## config.mk

```make
export PLATFORM = sky130hd
export DESIGN_NAME = fea_cfg
export DESIGN_NICKNAME = d
export VERILOG_FILES = /design/src/rtl/fixed_entry_allocator_defines.svh /design/src/rtl/fea_pkg.sv /design/src/rtl/fea_cfg.sv
export SDC_FILE = /design/constraint.sdc
export NUM_CORES = 1
export LEC_CHECK = 0
export BUFFER_PORTS_ARGS = -buffer_cell sky130_fd_sc_hd__buf_2
export CORE_MARGIN = 5
export CORE_UTILIZATION = 33
export DETAILED_ROUTE_END_ITERATION = 16
export PLACE_DENSITY = 0.77
export SYNTH_ARGS = -nofsm -noshare
export SYNTH_HDL_FRONTEND = slang
export SYNTH_SLANG_ARGS = --single-unit
```

## constraint.sdc

```tcl
create_clock -name i_clk -period 0.8 [get_ports i_clk]
set_input_delay 0.08 -clock i_clk [delete_from_list [all_inputs] [get_ports i_clk]]
set_output_delay 0.08 -clock i_clk [all_outputs]
set_load 0.01 [all_outputs]
```

## src/rtl/fixed_entry_allocator_defines.svh

```systemverilog
// Assertion helpers, clocked on i_clk and disabled while i_rst_n is low.
`ifndef FIXED_ENTRY_ALLOCATOR_DEFINES_SVH
`define FIXED_ENTRY_ALLOCATOR_DEFINES_SVH

// same-cycle implication
`define FEA_ASSERT_NOW(label, ante, cons) \
    label: assert property (@(posedge i_clk) disable iff (!i_rst_n) (ante) |-> (cons)) \
        else $error("fea: same-cycle check failed");

// next-cycle implication
`define FEA_ASSERT_NEXT(label, ante, cons) \
    label: assert property (@(posedge i_clk) disable iff (!i_rst_n) (ante) |=> (cons)) \
        else $error("fea: next-cycle check failed");

`endif

```

## src/rtl/fea_pkg.sv

```systemverilog
package fea_pkg;

    localparam int unsigned ADDR_W         = 12;
    localparam int unsigned STRIDE_W       = 12;
    localparam int unsigned LINK_DEPTH     = 4096;
    localparam int unsigned MAX_PLACES_DEF = 4096;
    localparam int unsigned PDATA_W        = 32;
    localparam int unsigned PADDR_W        = 3;
    localparam int unsigned REG_IDX_W      = PADDR_W - 2;

    localparam logic [REG_IDX_W-1:0] REG_STRIDE = REG_IDX_W'(0);

    typedef enum logic [1:0] {
        OP_ALLOC   = 2'd0,
        OP_RELEASE = 2'd1,
        OP_QUERY   = 2'd2,
        OP_CLEAR   = 2'd3
    } t_opcode;

    typedef struct packed {
        t_opcode             opcode;
        logic [ADDR_W-1:0]   place_in;
    } t_in_item;

    typedef struct packed {
        logic [ADDR_W-1:0]   place_out;
        logic                status;
        logic                created;
    } t_out_item;

    // register block -> core
    typedef struct packed {
        logic [STRIDE_W-1:0] stride;
        logic                clear;
        logic [STRIDE_W-1:0] clear_stride;
    } t_cfg_ctl;

    // core -> link memory
    typedef struct packed {
        logic                rd_en;
        logic                wr_en;
        logic [ADDR_W-1:0]   addr;
        logic [ADDR_W-1:0]   wdata;
    } t_link_req;

endpackage

```

## src/rtl/fea_cfg.sv

```systemverilog
module fea_cfg
    import fea_pkg::*;
(
    input  logic               i_clk,
    input  logic               i_rst_n,
    input  logic               psel,
    input  logic               penable,
    input  logic               pwrite,
    input  logic [PADDR_W-1:0] paddr,
    input  logic [PDATA_W-1:0] pwdata,
    output logic [PDATA_W-1:0] prdata,
    output logic               pready,
    output t_cfg_ctl           o_cfg
);

    logic [STRIDE_W-1:0] r_stride;
    logic [STRIDE_W-1:0] n_stride;
    logic                hit;
    logic                wr_stride;

    assign hit       = (paddr[PADDR_W-1:2] == REG_STRIDE);
    assign wr_stride = psel && penable && pwrite && hit;

    // a zero stride is taken as one
    assign n_stride = (pwdata[STRIDE_W-1:0] == '0) ? STRIDE_W'(1) : pwdata[STRIDE_W-1:0];

    always_ff @(posedge i_clk) begin
        if (!i_rst_n) begin
            r_stride <= STRIDE_W'(1);
        end else if (wr_stride) begin
            r_stride <= n_stride;
        end
    end

    assign prdata = hit ? PDATA_W'(r_stride) : '0;
    assign pready = 1'b1;

    assign o_cfg.stride       = r_stride;
    assign o_cfg.clear        = wr_stride;
    assign o_cfg.clear_stride = n_stride;

endmodule

```

==> results of run 1 <==
Yosys cell counts, drive strengths merged:
library cell,instances
a21boi,11
conb,2
nand4b,1
and2b,1
nor2b,11
clkbuf,13
nor4,3
buf,24
inv,1
nand3b,1
dfxtp,12
nand2,23
o21a,1
a31o,1
layout make-up:
class,instances,area (um^2)
Clock buffer,3,22.5
Fill cell,236,1070
Inverter,1,6.26
Multi-Input combinational cell,74,473
Sequential cell,12,255
Tap cell,30,37.5
Timing Repair Buffer,80,566
critical path, delay by kind of cell (launching register included):
family	cells	cell delay (ps)
simple gates	1	140
buf+inv	1	140
flops	1	330
stage by stage:
step / utilization / setup slack [ps]
6_report: 0.559 / -147
5_1_grt: 0.559 / -206
4_1_cts: 0.512 / -150
3_5_place_dp: 0.451 / -151
3_3_place_gp: 0.451 / -160
2_1_floorplan: - / 81.0
repair_timing:
item                       in CTS  in global routing
setup endpoints to repair      26                 26
pin swaps                       2                  2
resized for setup              24                 15
setup buffers                   5                  5
hold endpoints to repair        0                  0
metal layers:
layer  vias up  GRT usage  part of all wire
met1       353      0.149              0.36
met4         0     0.0285            0.0042
met5         -          0                 0
met2        49      0.227              0.52
met3         2     0.0648              0.12
li1        415          -                 -
worst min-delay path by stage:
stage	cells after the start	end
CTS	3	r_stride[9]
global route	3	r_stride[7]
global placement	3	r_stride[9]
detailed placement	3	r_stride[9]
finish	3	r_stride[9]
floorplan	1	prdata[8]
logic make-up after synthesis:
group | synth area share
compound gates | 0.160
buf+inv | 0.285
flops | 0.290
other cells | 0.00905
simple gates | 0.256
power groups by stage:
stage | Combinational [mW] | Sequential [mW] | Clock, mW
2_1_floorplan | 0.232 | 0.637 | 0
3_3_place_gp | 0.313 | 0.631 | 0
3_5_place_dp | 0.316 | 0.631 | 0
4_1_cts | 0.351 | 0.619 | 0.384
5_1_grt | 0.422 | 0.623 | 0.436
6_report | 0.383 | 0.620 | 0.361
==> results.sh, run 1 <==
export IMPL_maxCapViolations=0
export IMPL_fp_dieArea_um2=3620
export IMPL_area_growth_syn_to_layout_pct=64.0
export IMPL_p_leak_nw=0.691
export IMPL_total_power_mw=1.36
export IMPL_cts_sinks=12
export IMPL_dp_hpwl_um=1730
export IMPL_layout_common_cells="41 x buf_2, 23 x nand2_1, 22 x buf_4, 21 x conb_1, 16 x buf_6"
export IMPL_swShare=0.287
export IMPL_fin_nets=212
export IMPL_wl_um=2350
export IMPL_die_x_um=60.1
export IMPL_p_per_area_nw_per_um2=1000
export IMPL_reg2reg_to="r_stride[10]"
export IMPL_fmax_mhz=1060
export IMPL_crit_fanout=3
export IMPL_clkTransAtPathRegs_ps=70
export IMPL_drv_slew=0
export IMPL_cts_tree="done"
export IMPL_hold_viol=0
export IMPL_fin_crit_sh=1.18
export IMPL_num_vias=819
export IMPL_synth_top_area_frac=0.290
export IMPL_crit_slowest_cell="dfxtp_2"
export IMPL_dr_pass1_iters=3
export IMPL_startpoint_type="register"
export IMPL_crit_path_end="prdata[0]"
export IMPL_ys_seq_area_frac=0.290
export IMPL_min_delay_start="pwdata[9]"
export IMPL_yosysWarnings=0
export IMPL_critPathKind="reg2out"
export IMPL_violations="setup timing"
export IMPL_cp_arrival_ps=870
export IMPL_final_cell_area_um2=1360
export IMPL_syn_cell_area_um2=830
export IMPL_clk_latency_ps=270
export IMPL_hold_path_class="in2reg"
export IMPL_clock_path_buffers=2
export IMPL_cts_hold_buf=0
export IMPL_final_antenna_net_count=0
export IMPL_syn_area_per_cell_um2=7.90
export IMPL_std_cell_rows=18
export IMPL_grt_max_degree=14
export IMPL_switchingPower_mw=0.391
export IMPL_p_seq_frac=0.455
export IMPL_reg_largest_list="r_stride: 12 flops"
export IMPL_synth_seq_cells=12
export IMPL_drt_iter0_drc=11
export IMPL_slowest_delay_ps=330
export IMPL_coreArea_um2=2430
export IMPL_synth_cells=105
export IMPL_clockRootBuffer="clkbuf_4"
export IMPL_antenna_cells=0
export IMPL_place_congestion=0.728
export IMPL_r2r_start="r_stride[10]"
export IMPL_overflow=0
export IMPL_port_buffer_count=54
export IMPL_synth_area_leader_cell="dfxtp_1"
export IMPL_setup_viol=20
export IMPL_peakVddDrop_v=0.00105
export IMPL_holdWs_ps=88.3
export IMPL_p_comb_frac=0.281
export IMPL_synthTopCellsByArea="dfxtp_1 29%, buf_4 21%, a21boi_2 12%"
export IMPL_start_util=0.341
export IMPL_rsz0062_at_grt="true"
export IMPL_status="finished with violations"
export IMPL_path_cells="nor2b_2 > buf_2"
export IMPL_drive_gt1_frac=0.665
export IMPL_crit_path_end_kind="primary output"
export IMPL_grt_pass1_vias=794
export IMPL_grt_pass1_wl_um=3510
export IMPL_wl_per_cell_um=11.8
export IMPL_r2r_cells=4
export IMPL_cp_startpoint="r_stride[0]"
export IMPL_drc=0
export IMPL_p_int_mw=0.973
export IMPL_synth_cell_types=16
export IMPL_min_period_ps=947
export IMPL_post_place_cells=187
export IMPL_clockPowerShare=0.265
export IMPL_stdcell_count=200
export IMPL_die_y_um=60.1
export IMPL_setup_tns_ps=-2240
export IMPL_largest_reg_flops=12
export IMPL_vias_per_cell=4.10
export IMPL_placed_area_um2=1100
export IMPL_grt_usage=0.133
export IMPL_ios=98
export IMPL_r2r_setup_slack_ps=30
export IMPL_final_common_cell="buf_2"
export IMPL_crit_required_ps=720
export IMPL_numCtsBuffers=3
export IMPL_antenna_found_initial=0
export IMPL_finClkSkew_ps=0
export IMPL_setup_slack_ps=-147
export IMPL_top_register="r_stride"
export IMPL_ctsHtreeMaxLevel=1
Note: power is estimated with default switching activity, not from simulation.
==> run 2, diff against run 1 <==
--- a/config.mk
+++ b/config.mk
@@ -5,11 +5,14 @@
 export SDC_FILE = /design/constraint.sdc
 export NUM_CORES = 1
 export LEC_CHECK = 0
+export ABC_AREA = 1
 export BUFFER_PORTS_ARGS = -buffer_cell sky130_fd_sc_hd__buf_2
+export CELL_PAD_IN_SITES_DETAIL_PLACEMENT = 0
+export CELL_PAD_IN_SITES_GLOBAL_PLACEMENT = 1
 export CORE_MARGIN = 5
-export CORE_UTILIZATION = 33
+export CORE_UTILIZATION = 20
 export DETAILED_ROUTE_END_ITERATION = 16
-export PLACE_DENSITY = 0.77
+export PLACE_DENSITY = 0.76
 export SYNTH_ARGS = -nofsm -noshare
 export SYNTH_HDL_FRONTEND = slang
 export SYNTH_SLANG_ARGS = --single-unit
==> run 2 against run 1 <==
Against the previous run: the run still ends with setup timing left; register-to-register slack hardly changed; design area rose by 1.4%; clock-buffer cell count up 1; setup slack improved by 43 ps; first-iteration DRC count rose by 120%; critical path type unchanged; largest cell class unchanged; highest routed layer unchanged.
==> results.sh, run 2 <==
export IMPL_crit_required_ps=720
export IMPL_die_y_um=75.0
export IMPL_ctsHtreeMaxLevel=1
export IMPL_p_per_area_nw_per_um2=1270
export IMPL_synthTopCellsByArea="dfxtp_1 28%, buf_4 20%, nor2_1 11%"
export IMPL_place_congestion=0.634
export IMPL_fin_nets=225
export IMPL_grt_pass1_vias=829
export IMPL_start_util=0.208
export IMPL_final_antenna_net_count=0
export IMPL_synthArstFlopShare=0
export IMPL_peakVddDrop_v=0.000445
export IMPL_hold_path_class="in2reg"
export IMPL_num_vias=869
export IMPL_overflow=0
export IMPL_numCtsBuffers=3
export IMPL_stdcell_count=234
export IMPL_antenna_cells=0
export IMPL_maxCapViolations=0
export IMPL_syn_cell_area_um2=845
export IMPL_drc=0
export IMPL_yosysMostFrequentCell="nor2_1"
export IMPL_area_growth_syn_to_layout_pct=63.3
export IMPL_antenna_found_initial=0
export IMPL_multiInputGateArea_um2=425
export IMPL_coreArea_um2=4060
export IMPL_min_period_ps=904
export IMPL_fin_util=0.340
export IMPL_crit_path_end_kind="primary output"
export IMPL_clockRootBuffer="clkbuf_8"
export IMPL_setup_slack_ps=-104
export IMPL_synth_top_area_frac=0.284
export IMPL_dp_hpwl_um=1890
export IMPL_startpoint_type="register"
export IMPL_layout_common_cells="44 x buf_2, 24 x buf_4, 21 x conb_1, 16 x nor2_1, 14 x inv_2"
export IMPL_fin_crit_sh=1.13
export IMPL_grt_max_degree=13
export IMPL_finClkSkew_ps=0
export IMPL_setup_viol=13
export IMPL_synth_seq_cells=12
export IMPL_reg_largest_list="r_stride: 12 flops"
export IMPL_vias_per_cell=3.71
export IMPL_drive_gt1_frac=0.755
export IMPL_port_buffer_count=54
export IMPL_syn_area_per_cell_um2=7.10
export IMPL_synth_edf_count=0
export IMPL_clk_latency_ps=240
export IMPL_cts_tree="done"
export IMPL_wl_per_cell_um=10.3
export IMPL_synth_area_leader_cell="dfxtp_1"
export IMPL_fp_dieArea_um2=5620
export IMPL_yosysWarnings=0
export IMPL_violations="setup timing"
export IMPL_largest_reg_flops=12
export IMPL_p_leak_nw=0.721
export IMPL_hold_viol=0
export IMPL_dr_pass1_iters=4
export IMPL_clkTransAtPathRegs_ps=60
export IMPL_die_x_um=75.0
export IMPL_drv_slew=0
export IMPL_std_cell_rows=23
export IMPL_ys_seq_area_frac=0.284
export IMPL_synth_ff_type="dfxtp_1"
export IMPL_crit_fanout=3
export IMPL_fmax_mhz=1110
export IMPL_cp_arrival_ps=820
export IMPL_grt_usage=0.0844
export IMPL_synth_cell_types=16
export IMPL_rsz0062_at_grt="true"
export IMPL_final_common_cell="buf_2"
export IMPL_nFillCells=452
export IMPL_clock_path_buffers=2
export IMPL_status="finished with violations"
export IMPL_ios=98
export IMPL_post_place_cells=219
export IMPL_synth_cells=119
export IMPL_wl_um=2420
export IMPL_synth_common_cells="25 x nor2_1, 22 x buf_4, 14 x inv_1"
export IMPL_cts_sinks=12
export IMPL_top_register="r_stride"
export IMPL_grt_pass1_wl_um=3560
export IMPL_seq_area_um2=255
export IMPL_drt_iter0_drc=24
export IMPL_critPathKind="reg2out"
[run 2: repair_timing]
action | in CTS | in global routing
gates resized for setup | 28 | 25
hold buffers | 0 | 0
pin swaps | 16 | 16
setup buffers | 8 | 3
setup endpoints to repair | 17 | 22
[run 2: area by class of cell]
class                           count  share of cell area
Timing Repair Buffer               79               0.380
Multi-Input combinational cell     74               0.309
Sequential cell                    12               0.185
Tap cell                           50              0.0454
Inverter                           15              0.0408
Clock buffer                        4              0.0399
[run 2: worst paths after layout]
path	depth (start not counted)	slack, ps	endpoint	startpoint
setup / recovery	3	-100	prdata[2]	r_stride[2]
hold / removal	3	70	r_stride[1]	pwdata[1]
setup reg to reg	4	40	r_stride[5]	r_stride[5]
hold reg to reg	2	460	r_stride[10]	r_stride[10]
[run 2: power breakdown]
group,internal [mW],leakage [nW],switching (mW),total (mW)
logic,0.212,0.590,0.241,0.452
registers,0.624,0.102,0.0147,0.639
clock network,0.435,0.0288,0.231,0.666
total,1.27,0.721,0.487,1.76
[run 2: cell families after synthesis]
group           share of synthesized area
buf+inv                             0.350
simple gates                        0.160
compound gates                      0.197
flops                               0.284
other cells                       0.00889
[run 2: critical path, cell delays in order, from the launching register on]
cell     delay, ps
dfxtp_2        340
inv_2           30
nor2_2          80
buf_2          130
[run 2: metrics by stage]
stage / power [mW] / worst slack [ps] / setup TNS [ps] / hold WS, ps / cell area, um^2
detailed placement: 1.02 / -90.6 / -796 / 353 / 1110
CTS: 1.75 / -116 / -1290 / 60.6 / 1280
global route: 1.87 / -164 / -1990 / 117 / 1380
global placement: 1.01 / -73.5 / -637 / 348 / 1110
finish: 1.76 / -104 / -1110 / 67.9 / 1380
floorplan: 0.920 / 119 / 0 / 197 / 916
[run 2: layer usage]
layer / GRT usage / vias to the layer above / wire length, um
met5: 0 / - / 0
met4: 0.0356 / 0 / 11
met3: 0.0227 / 2 / 280
met2: 0.133 / 45 / 1130
met1: 0.108 / 383 / 995
li1: - / 439 / -
