<file path="config.mk">
export PLATFORM = sky130hd
export DESIGN_NAME = fea_core
export DESIGN_NICKNAME = d
export VERILOG_FILES = /design/src/rtl/fixed_entry_allocator_defines.svh /design/src/rtl/fea_pkg.sv /design/src/rtl/fea_core.sv
export SDC_FILE = /design/constraint.sdc
export NUM_CORES = 1
export LEC_CHECK = 0
export BUFFER_PORTS_ARGS = -buffer_cell sky130_fd_sc_hd__buf_2
export CAP_MARGIN = 15
export CORE_UTILIZATION = 50
export DETAILED_ROUTE_END_ITERATION = 8
export PLACE_DENSITY = 0.75
export SLEW_MARGIN = 20
export SYNTH_ARGS = -nofsm -noshare
export SYNTH_HDL_FRONTEND = slang
export SYNTH_SLANG_ARGS = --single-unit
</file>
<file path="constraint.sdc">
create_clock -name i_clk -period 2.93 [get_ports i_clk]
set_input_delay 0.1465 -clock i_clk [delete_from_list [all_inputs] [get_ports i_clk]]
set_output_delay 0.1465 -clock i_clk [all_outputs]
set_load 0.02 [all_outputs]
</file>
<file path="src/rtl/fixed_entry_allocator_defines.svh">
// Assertion helpers, clocked on i_clk and disabled while i_rst_n is low.
`ifndef FIXED_ENTRY_ALLOCATOR_DEFINES_SVH
`define FIXED_ENTRY_ALLOCATOR_DEFINES_SVH

// same-cycle implication
`define FEA_ASSERT_NOW(label, ante, cons) \
    label: assert property (@(posedge i_clk) disable iff (!i_rst_n) (ante) |-> (cons)) \
        else $error("fea: same-cycle check failed");

// next-cycle implication
`define FEA_ASSERT_NEXT(label, ante, cons) \
    label: assert property (@(posedge i_clk) disable iff (!i_rst_n) (ante) |=> (cons)) \
        else $error("fea: next-cycle check failed");

`endif

</file>
<file path="src/rtl/fea_pkg.sv">
package fea_pkg;

    localparam int unsigned ADDR_W         = 12;
    localparam int unsigned STRIDE_W       = 12;
    localparam int unsigned LINK_DEPTH     = 4096;
    localparam int unsigned MAX_PLACES_DEF = 4096;
    localparam int unsigned PDATA_W        = 32;
    localparam int unsigned PADDR_W        = 3;
    localparam int unsigned REG_IDX_W      = PADDR_W - 2;

    localparam logic [REG_IDX_W-1:0] REG_STRIDE = REG_IDX_W'(0);

    typedef enum logic [1:0] {
        OP_ALLOC   = 2'd0,
        OP_RELEASE = 2'd1,
        OP_QUERY   = 2'd2,
        OP_CLEAR   = 2'd3
    } t_opcode;

    typedef struct packed {
        t_opcode             opcode;
        logic [ADDR_W-1:0]   place_in;
    } t_in_item;

    typedef struct packed {
        logic [ADDR_W-1:0]   place_out;
        logic                status;
        logic                created;
    } t_out_item;

    // register block -> core
    typedef struct packed {
        logic [STRIDE_W-1:0] stride;
        logic                clear;
        logic [STRIDE_W-1:0] clear_stride;
    } t_cfg_ctl;

    // core -> link memory
    typedef struct packed {
        logic                rd_en;
        logic                wr_en;
        logic [ADDR_W-1:0]   addr;
        logic [ADDR_W-1:0]   wdata;
    } t_link_req;

endpackage

</file>
<file path="src/rtl/fea_core.sv">
module fea_core
    import fea_pkg::*;
#(
    parameter int unsigned MAX_PLACES = MAX_PLACES_DEF
) (
    input  logic              i_clk,
    input  logic              i_rst_n,
    input  t_cfg_ctl          i_cfg,
    input  logic              i_in_valid,
    input  t_in_item          i_in_data,
    output logic              o_in_ready,
    output logic              o_out_valid,
    output t_out_item         o_out_data,
    input  logic              i_out_ready,
    output t_link_req         o_link_req,
    input  logic [ADDR_W-1:0] i_link_rdata
);

    localparam int unsigned CAP_W  = $clog2(MAX_PLACES + 1);
    localparam int unsigned BUMP_W = (CAP_W > STRIDE_W + 1) ? CAP_W : STRIDE_W + 1;
    localparam int unsigned SUM_W  = BUMP_W + 1;

    typedef enum logic {
        S_IDLE,
        S_EXEC
    } t_state;

    t_state            r_state;
    t_opcode           r_op;
    logic [ADDR_W-1:0] r_place;
    logic [BUMP_W-1:0] r_bump;
    logic [BUMP_W-1:0] n_bump;
    logic [ADDR_W-1:0] r_free_head;
    logic [ADDR_W-1:0] n_free_head;
    logic              r_out_valid;
    t_out_item         r_out_data;
    t_out_item         n_out_data;
    logic              in_fire;
    logic              done;
    logic [SUM_W-1:0]  bump_sum;

    assign in_fire = i_in_valid && (r_state == S_IDLE);
    assign done    = (r_state == S_EXEC) && (!r_out_valid || i_out_ready);

    // head link is fetched at accept and used in S_EXEC
    assign o_link_req.rd_en = in_fire;
    assign o_link_req.wr_en = done && (r_op == OP_RELEASE) && (r_place != '0);
    assign o_link_req.addr  = in_fire ? r_free_head : r_place;
    assign o_link_req.wdata = r_free_head;

    assign bump_sum = SUM_W'(r_bump) + SUM_W'(i_cfg.stride);

    always_comb begin
        n_bump      = r_bump;
        n_free_head = r_free_head;
        n_out_data  = '0;
        unique case (r_op)
            OP_ALLOC: begin
                if (r_free_head != '0) begin
                    n_out_data.place_out = r_free_head;
                    n_free_head          = i_link_rdata;
                end else if (bump_sum > SUM_W'(MAX_PLACES)) begin
                    n_out_data.status = 1'b1;
                end else begin
                    n_out_data.place_out = r_bump[ADDR_W-1:0];
                    n_bump               = bump_sum[BUMP_W-1:0];
                end
            end
            OP_RELEASE: begin
                if (r_place != '0) begin
                    n_free_head = r_place;
                end
            end
            OP_QUERY: begin
                n_out_data.created = (r_place >= i_cfg.stride)
                                  && (BUMP_W'(r_place) < r_bump);
            end
            OP_CLEAR: begin
                n_bump      = BUMP_W'(i_cfg.stride);
                n_free_head = '0;
            end
        endcase
    end

    always_ff @(posedge i_clk) begin
        if (!i_rst_n) begin
            r_state     <= S_IDLE;
            r_op        <= OP_ALLOC;
            r_place     <= '0;
            r_out_valid <= 1'b0;
            r_bump      <= BUMP_W'(1);
            r_free_head <= '0;
        end else begin
            if (r_out_valid && i_out_ready && !done) begin
                r_out_valid <= 1'b0;
            end
            unique case (r_state)
                S_IDLE: begin
                    if (in_fire) begin
                        r_op    <= i_in_data.opcode;
                        r_place <= i_in_data.place_in;
                        r_state <= S_EXEC;
                    end
                end
                S_EXEC: begin
                    if (done) begin
                        r_out_valid <= 1'b1;
                        r_out_data  <= n_out_data;
                        if (!i_cfg.clear) begin
                            r_bump      <= n_bump;
                            r_free_head <= n_free_head;
                        end
                        r_state     <= S_IDLE;
                    end
                end
            endcase
            // stride write restarts the allocator
            if (i_cfg.clear) begin
                r_bump      <= BUMP_W'(i_cfg.clear_stride);
                r_free_head <= '0;
            end
        end
    end

    assign o_in_ready  = (r_state == S_IDLE);
    assign o_out_valid = r_out_valid;
    assign o_out_data  = r_out_data;

endmodule

</file>
==> results of run 1 <==
routing by layer:
metal | GRT usage | part of all wire | vias up
met3 | 0.0439 | 0.068 | 20
met1 | 0.408 | 0.44 | 2022
met4 | 0.0768 | 0.019 | 0
met5 | 0 | 0 | -
li1 | - | - | 2017
met2 | 0.515 | 0.48 | 187
sequential cells by signal, summed over array words and instances, names as in the netlist:
| name | cells |
|---|---|
| o_out_data | 14 |
| r_free_head | 12 |
| r_op | 2 |
| r_state | 1 |
| r_place | 12 |
| o_out_valid | 1 |
| r_bump | 13 |
report_power, final:
group	internal, mW	switching [mW]
registers	0.836	0.0636
clock network	0.225	0.270
logic	0.345	0.498
total	1.41	0.832
timing repair:
action,CTS,global route
hold buffers,0,0
hold endpoints to repair,0,0
endpoints found under the setup margin,0,26
resized for setup,0,16
stage by stage:
step	setup WS [ps]	cells	hold slack [ps]
after floorplan	248	509	273
after global placement	144	692	388
after detailed placement	53.2	692	397
after CTS	21.3	700	68.6
after global routing	-12.3	700	63.0
final	83.2	700	63.9
logic make-up after synthesis:
kind of cell / share of synthesized area
adder cells (fa/ha/maj): 0.128
flip-flops: 0.305
AND/OR/NAND/NOR: 0.223
multiplexers: 0.0175
AO/OA/AOI/OAI: 0.249
XOR/XNOR: 0.0129
buffers and inverters: 0.0645
layout by cell type (no fill, tap or decap), drive strengths merged, types with 4 or more instances in the layout:
| cell type | synthesis | final |
|---|---|---|
| nor3b | 12 | 12 |
| nand3 | 11 | 11 |
| xnor2 | 4 | 4 |
| nor4 | 7 | 7 |
| clkbuf | 23 | 7 |
| buf | 5 | 109 |
| o221ai | 4 | 4 |
| o211ai | 9 | 9 |
| a31oi | 14 | 14 |
| edfxtp | 14 | 14 |
| nor3 | 7 | 7 |
| ha | 40 | 40 |
| and3 | 8 | 8 |
| nand4 | 4 | 4 |
| a211oi | 15 | 15 |
| a21oi | 47 | 47 |
| o21ai | 9 | 9 |
| o21a | 9 | 9 |
| dfxtp | 41 | 41 |
| mux2i | 6 | 6 |
| nand2 | 76 | 76 |
| nor2 | 42 | 42 |
| nand2b | 6 | 6 |
| a21o | 11 | 11 |
| inv | 35 | 36 |
path summary, 6_finish.rpt:
kind,slack (ps),to,start
setup reg to reg,80,r_bump[2]$_SDFFE_PN0P_,r_bump[0]$_SDFFE_PN1P_
hold / removal,60,r_place[4]$_SDFFE_PN0P_,i_in_data[4]
hold reg to reg,520,r_op[0]$_SDFFE_PN0P_,r_op[0]$_SDFFE_PN0P_
setup / recovery,80,r_bump[2]$_SDFFE_PN0P_,r_bump[0]$_SDFFE_PN1P_
area by class of cell:
class	count	area, um^2	area share
Clock buffer	7	97.6	0.0201
Clock inverter	1	8.76	0.00180
Inverter	38	143	0.0294
Multi-Input combinational cell	388	2650	0.545
Sequential cell	55	1240	0.256
Tap cell	102	128	0.0263
Timing Repair Buffer	109	591	0.122
critical path, cell delays in order (launching register included):
cell and delay, ps:
dfxtp_2 350, ha_4 170, inv_2 50, fa_2 240, nor2b_4 50, o31a_1 360
or3_4 360, a21oi_2 140, nor4b_4 340, and3_4 300, nor3_4 80, o41ai_2 300
==> impl_metrics.py, run 1 <==
metrics = {
    "outcome": {
        "run_status": "finished, final reports clean",
    },
    "global_route": {
        "grt_pass1_vias": 4041,
        "overflow": 0,
        "antenna_found_initial": 0,
        "grt_max_degree": 30,
        "grt.total_usage": 0.305,
        "grt_pass1_wl_mm": 20.4,
    },
    "route": {
        "num_vias": 4246,
        "avgViaCountPerCell": 6.07,
        "firstDrtPassIters": 5,
        "wl_mm": 12.5,
        "wl_per_cell_um": 17.9,
        "first_iter_violations": 337,
        "drc_errors": 0,
        "ant_nets": 0,
    },
    "synth": {
        "synth_ff_type": "dfxtp_1",
        "synth_edf_count": 14,
        "synthTopCellsByCount": "nand2_1 (76), a21oi_1 (47), nor2_1 (42), dfxtp_1 (41), ha_1 (40)",
        "avgSynthCellArea_um2": 8.00,
        "synth_most_common_cell": "nand2_1",
        "synth_top_area_cell": "dfxtp_1",
        "yosysSeqAreaShare": 0.305,
        "syn_inst": 509,
        "yosys_warnings": 0,
        "synth_area_leaders": "dfxtp_1 (20%), ha_1 (12%), edfxtp_1 (10%)",
        "syn-num-nets": 605,
        "ys_ff_latch": 55,
        "yosysTopAreaCellShare": 0.202,
        "ys_types": 64,
        "async_reset_ff_frac": 0,
        "syn_area_um2": 4070,
    },
    "sta": {
        "finalSetupViolations": 0,
        "fin_crit_ps": 2850,
        "fmaxAchievable_mhz": 351,
        "hold_violations": 0,
        "slew_headroom": 0.458,
        "slew_viol_final": 0,
        "finalCritPeriodShare": 0.972,
        "finalClockSkew_ps": 12.4,
        "tightestPinTransition_ps": 812,
        "fin_tns_setup_ps": 0,
    },
    "cells_and_area": {
        "fin_area_um2": 4860,
        "n_antenna_cell": 0,
        "drive_above_1_share": 0.231,
        "n_fill_cell": 732,
        "utilization": 0.622,
        "final_net_count": 693,
        "area_growth_pct": 19.3,
    },
    "clocking": {
        "clock_latency_ps": 310,
        "root_buffer": "clkbuf_8",
        "cts_inserted_buffers": 5,
        "cts_tree": "yes",
        "postCtsSetupBuffers": 0,
        "clkSlewWorstSetupHoldPaths_ps": 110,
        "cts.path.max_buffers": 2,
        "h-tree-depth": 2,
        "clock_sinks": 55,
    },
    "floorplanning": {
        "rows": 32,
        "dieArea_um2": 8510,
        "start_util": 0.521,
        "coreArea_um2": 7810,
        "die_y_um": 92.2,
        "die_w_um": 92.2,
        "ios": 97,
    },
    "placement": {
        "place_congestion": 0.913,
        "port_buffers": 96,
        "dpl.hpwl_mm": 9.39,
        "place_area_um2": 4670,
    },
    "critical_path": {
        "r2r_cells": 11,
        "crit_fanout": 5,
        "cp.arrival_ps": 3070,
        "required_ps": 3160,
        "critical_path_class": "register to register",
        "cp-start-kind": "register",
        "worstSetupEndpointType": "register",
    },
    "min_path": {
        "hp-class": "input port to register",
        "whs_path_depth": 3,
    },
    "power_and_ir_drop": {
        "powerDensity_nw_per_um2": 461,
        "ir_drop_mv": 0.218,
        "power_leakage_nw": 2.30,
        "finalPower_mw": 2.24,
    },
    "flow_run": {
        "drv_cap": 0,
    },
}
Note: power is estimated with default switching activity, not from simulation.
==> inputs of run 2 (changes only) <==
ABC_AREA = 1   (was not set)
==> run 2 against run 1 <==
Compared with the run above:
- via count rose by 2.3%
- clock power grew 14%
- combinational power shrank 0.9%
- wire length is 2.0% lower
- die area grew 0.25%
- global-route usage fell by 1.5 points
==> impl_metrics.py, run 2 <==
metrics = {
    "route": {
        "ant_nets": 0,
        "firstDrtPassIters": 5,
        "wl_mm": 12.3,
        "wl_per_cell_um": 15.8,
        "avgViaCountPerCell": 5.57,
        "num_vias": 4342,
        "first_iter_violations": 343,
        "drc_errors": 0,
    },
    "floorplanning": {
        "coreArea_um2": 7810,
        "dieArea_um2": 8530,
        "die_y_um": 92.4,
        "die_w_um": 92.4,
        "ios": 97,
        "rows": 32,
        "start_util": 0.523,
    },
    "power_and_ir_drop": {
        "power.switching_mw": 0.850,
        "p_int_mw": 1.44,
        "power_leakage_nw": 2.43,
        "ir_drop_mv": 0.290,
        "powerDensity_nw_per_um2": 478,
        "switching_share": 0.372,
        "pwr-share-clk": 0.246,
        "p_seq_frac": 0.389,
        "pwr-share-comb": 0.365,
        "finalPower_mw": 2.29,
    },
    "global_route": {
        "overflow": 0,
        "grt.total_usage": 0.290,
        "grt_max_degree": 25,
        "antenna_found_initial": 0,
        "grt_pass1_vias": 4051,
        "grt_pass1_wl_mm": 19.5,
    },
    "critical_path": {
        "rrSetupSlack_ps": 220,
        "cp.arrival_ps": 2920,
        "required_ps": 3140,
        "crit_fanout": 12,
        "worstSetupEndpointType": "register",
        "cp-start-kind": "register",
        "critical_path_class": "register to register",
        "r2r_cells": 18,
    },
    "sta": {
        "fin_crit_ps": 2710,
        "hold_violations": 0,
        "finalClockSkew_ps": 6.36,
        "finalSetupViolations": 0,
        "fmaxAchievable_mhz": 370,
        "finalCritPeriodShare": 0.923,
        "tightestPinTransition_ps": 668,
        "slew_headroom": 0.543,
        "setup_slack_ps": 225,
        "slew_viol_final": 0,
    },
    "synth": {
        "synthTopCellsByCount": "nand2_1 (133), inv_1 (81), a21oi_1 (54), nor2_1 (49), dfxtp_1 (41)",
        "avgSynthCellArea_um2": 6.94,
        "synth_ff_type": "dfxtp_1",
        "syn_area_um2": 4080,
        "yosysSeqAreaShare": 0.304,
        "synth_most_common_cell": "nand2_1",
        "synth_area_leaders": "dfxtp_1 (20%), ha_1 (12%), nand2_1 (12%)",
        "syn_inst": 588,
        "syn-num-nets": 684,
        "ys_types": 34,
        "async_reset_ff_frac": 0,
        "synth_edf_count": 14,
        "ys_ff_latch": 55,
        "synth_top_area_cell": "dfxtp_1",
        "yosys_warnings": 0,
        "yosysTopAreaCellShare": 0.201,
    },
    "cells_and_area": {
        "n_fill_cell": 752,
        "final_common_cell": "nand2_1",
        "n_antenna_cell": 0,
        "drive_above_1_share": 0.188,
        "area_growth_pct": 17.2,
        "fin_area_um2": 4780,
        "final_cell_mix": "nand2_1 (132), buf_2 (96), inv_1 (81)",
        "final_net_count": 772,
        "largest_reg_flops": 14,
    },
    "clocking": {
        "postCtsSetupBuffers": 0,
        "cts.path.max_buffers": 2,
        "root_buffer": "clkbuf_8",
        "clock_sinks": 55,
        "cts_inserted_buffers": 5,
        "clkSlewWorstSetupHoldPaths_ps": 100,
        "cts_tree": "yes",
        "clock_latency_ps": 310,
        "h-tree-depth": 2,
    },
    "min_path": {
        "whs_path_depth": 3,
        "hp-class": "input port to register",
    },
    "placement": {
        "place_congestion": 0.939,
        "dpl.hpwl_mm": 9.70,
        "dp_slack_ps": 147,
        "port_buffers": 96,
        "place_area_um2": 4640,
    },
    "outcome": {
        "run_status": "finished, final reports clean",
    },
    "flow_run": {
        "drv_cap": 0,
    },
}
run 2: cell type report:
type                    instances  area, um^2  area share
clock buffers                   6        93.8      0.0196
well taps                     102         128      0.0267
flip-flops and latches         55        1240       0.259
multi-input cells             428        2440       0.509
clock inverters                 2        37.5     0.00785
repair buffers                104         541       0.113
inverters                      82         308      0.0643
run 2: per-layer routing:
layer	part of all wire	vias up	GRT usage
met3	0.066	15	0.0304
met4	0.0096	0	0.0573
met1	0.45	1994	0.396
li1	-	2156	-
met5	0	-	0
met2	0.48	177	0.496
run 2: kinds of logic after synthesis:
group	Yosys count	share of synthesized area
fa+ha+maj	41	0.128
mux	1	0.00245
xor+xnor	4	0.00858
flops	55	0.304
simple gates	262	0.283
compound gates	120	0.172
buf+inv	105	0.102
run 2: final timing paths:
kind / from / endpoint
min: i_in_data[5] / r_place[5]$_SDFFE_PN0P_
max: r_bump[0]$_SDFFE_PN1P_ / r_bump[2]$_SDFFE_PN0P_
min reg2reg: o_out_valid$_SDFF_PN0_ / r_state$_SDFF_PN0_
max reg2reg: r_bump[0]$_SDFFE_PN1P_ / r_bump[2]$_SDFFE_PN0P_
run 2: critical path, stage by stage, from the launching register on:
cell	delay, ps
dfxtp_1	390
ha_1	220
inv_1	70
fa_1	400
inv_1	120
nand2_1	60
nand2_1	80
nand3_1	80
nand2_1	100
nand2_1	70
nand2_1	60
nand2_1	60
nand2_2	90
nand4_1	220
nand4_1	180
buf_4	200
nand4_1	100
nand2_1	90
nor2_1	40
run 2: what timing repair did:
action,4_1_cts,5_1_grt
setup endpoints to repair,0,14
hold endpoints to repair,0,0
hold buffers,0,0
resized for setup,0,3
run 2: stage by stage:
step	setup TNS (ps)	cells	hold slack [ps]	utilization
6_report	0	779	71.5	0.613
5_1_grt	-121	779	69.1	0.613
4_1_cts	0	779	70.8	0.611
3_5_place_dp	0	771	404	0.594
3_3_place_gp	0	771	397	0.594
2_1_floorplan	0	588	268	-
run 2: power groups by stage:
stage	clock, mW	combinational (mW)	sequential, mW
after floorplan	0	0.588	0.899
after global placement	0	0.792	0.906
after detailed placement	0	0.814	0.906
after CTS	0.565	0.818	0.889
after global routing	0.594	0.935	0.895
final	0.562	0.836	0.890
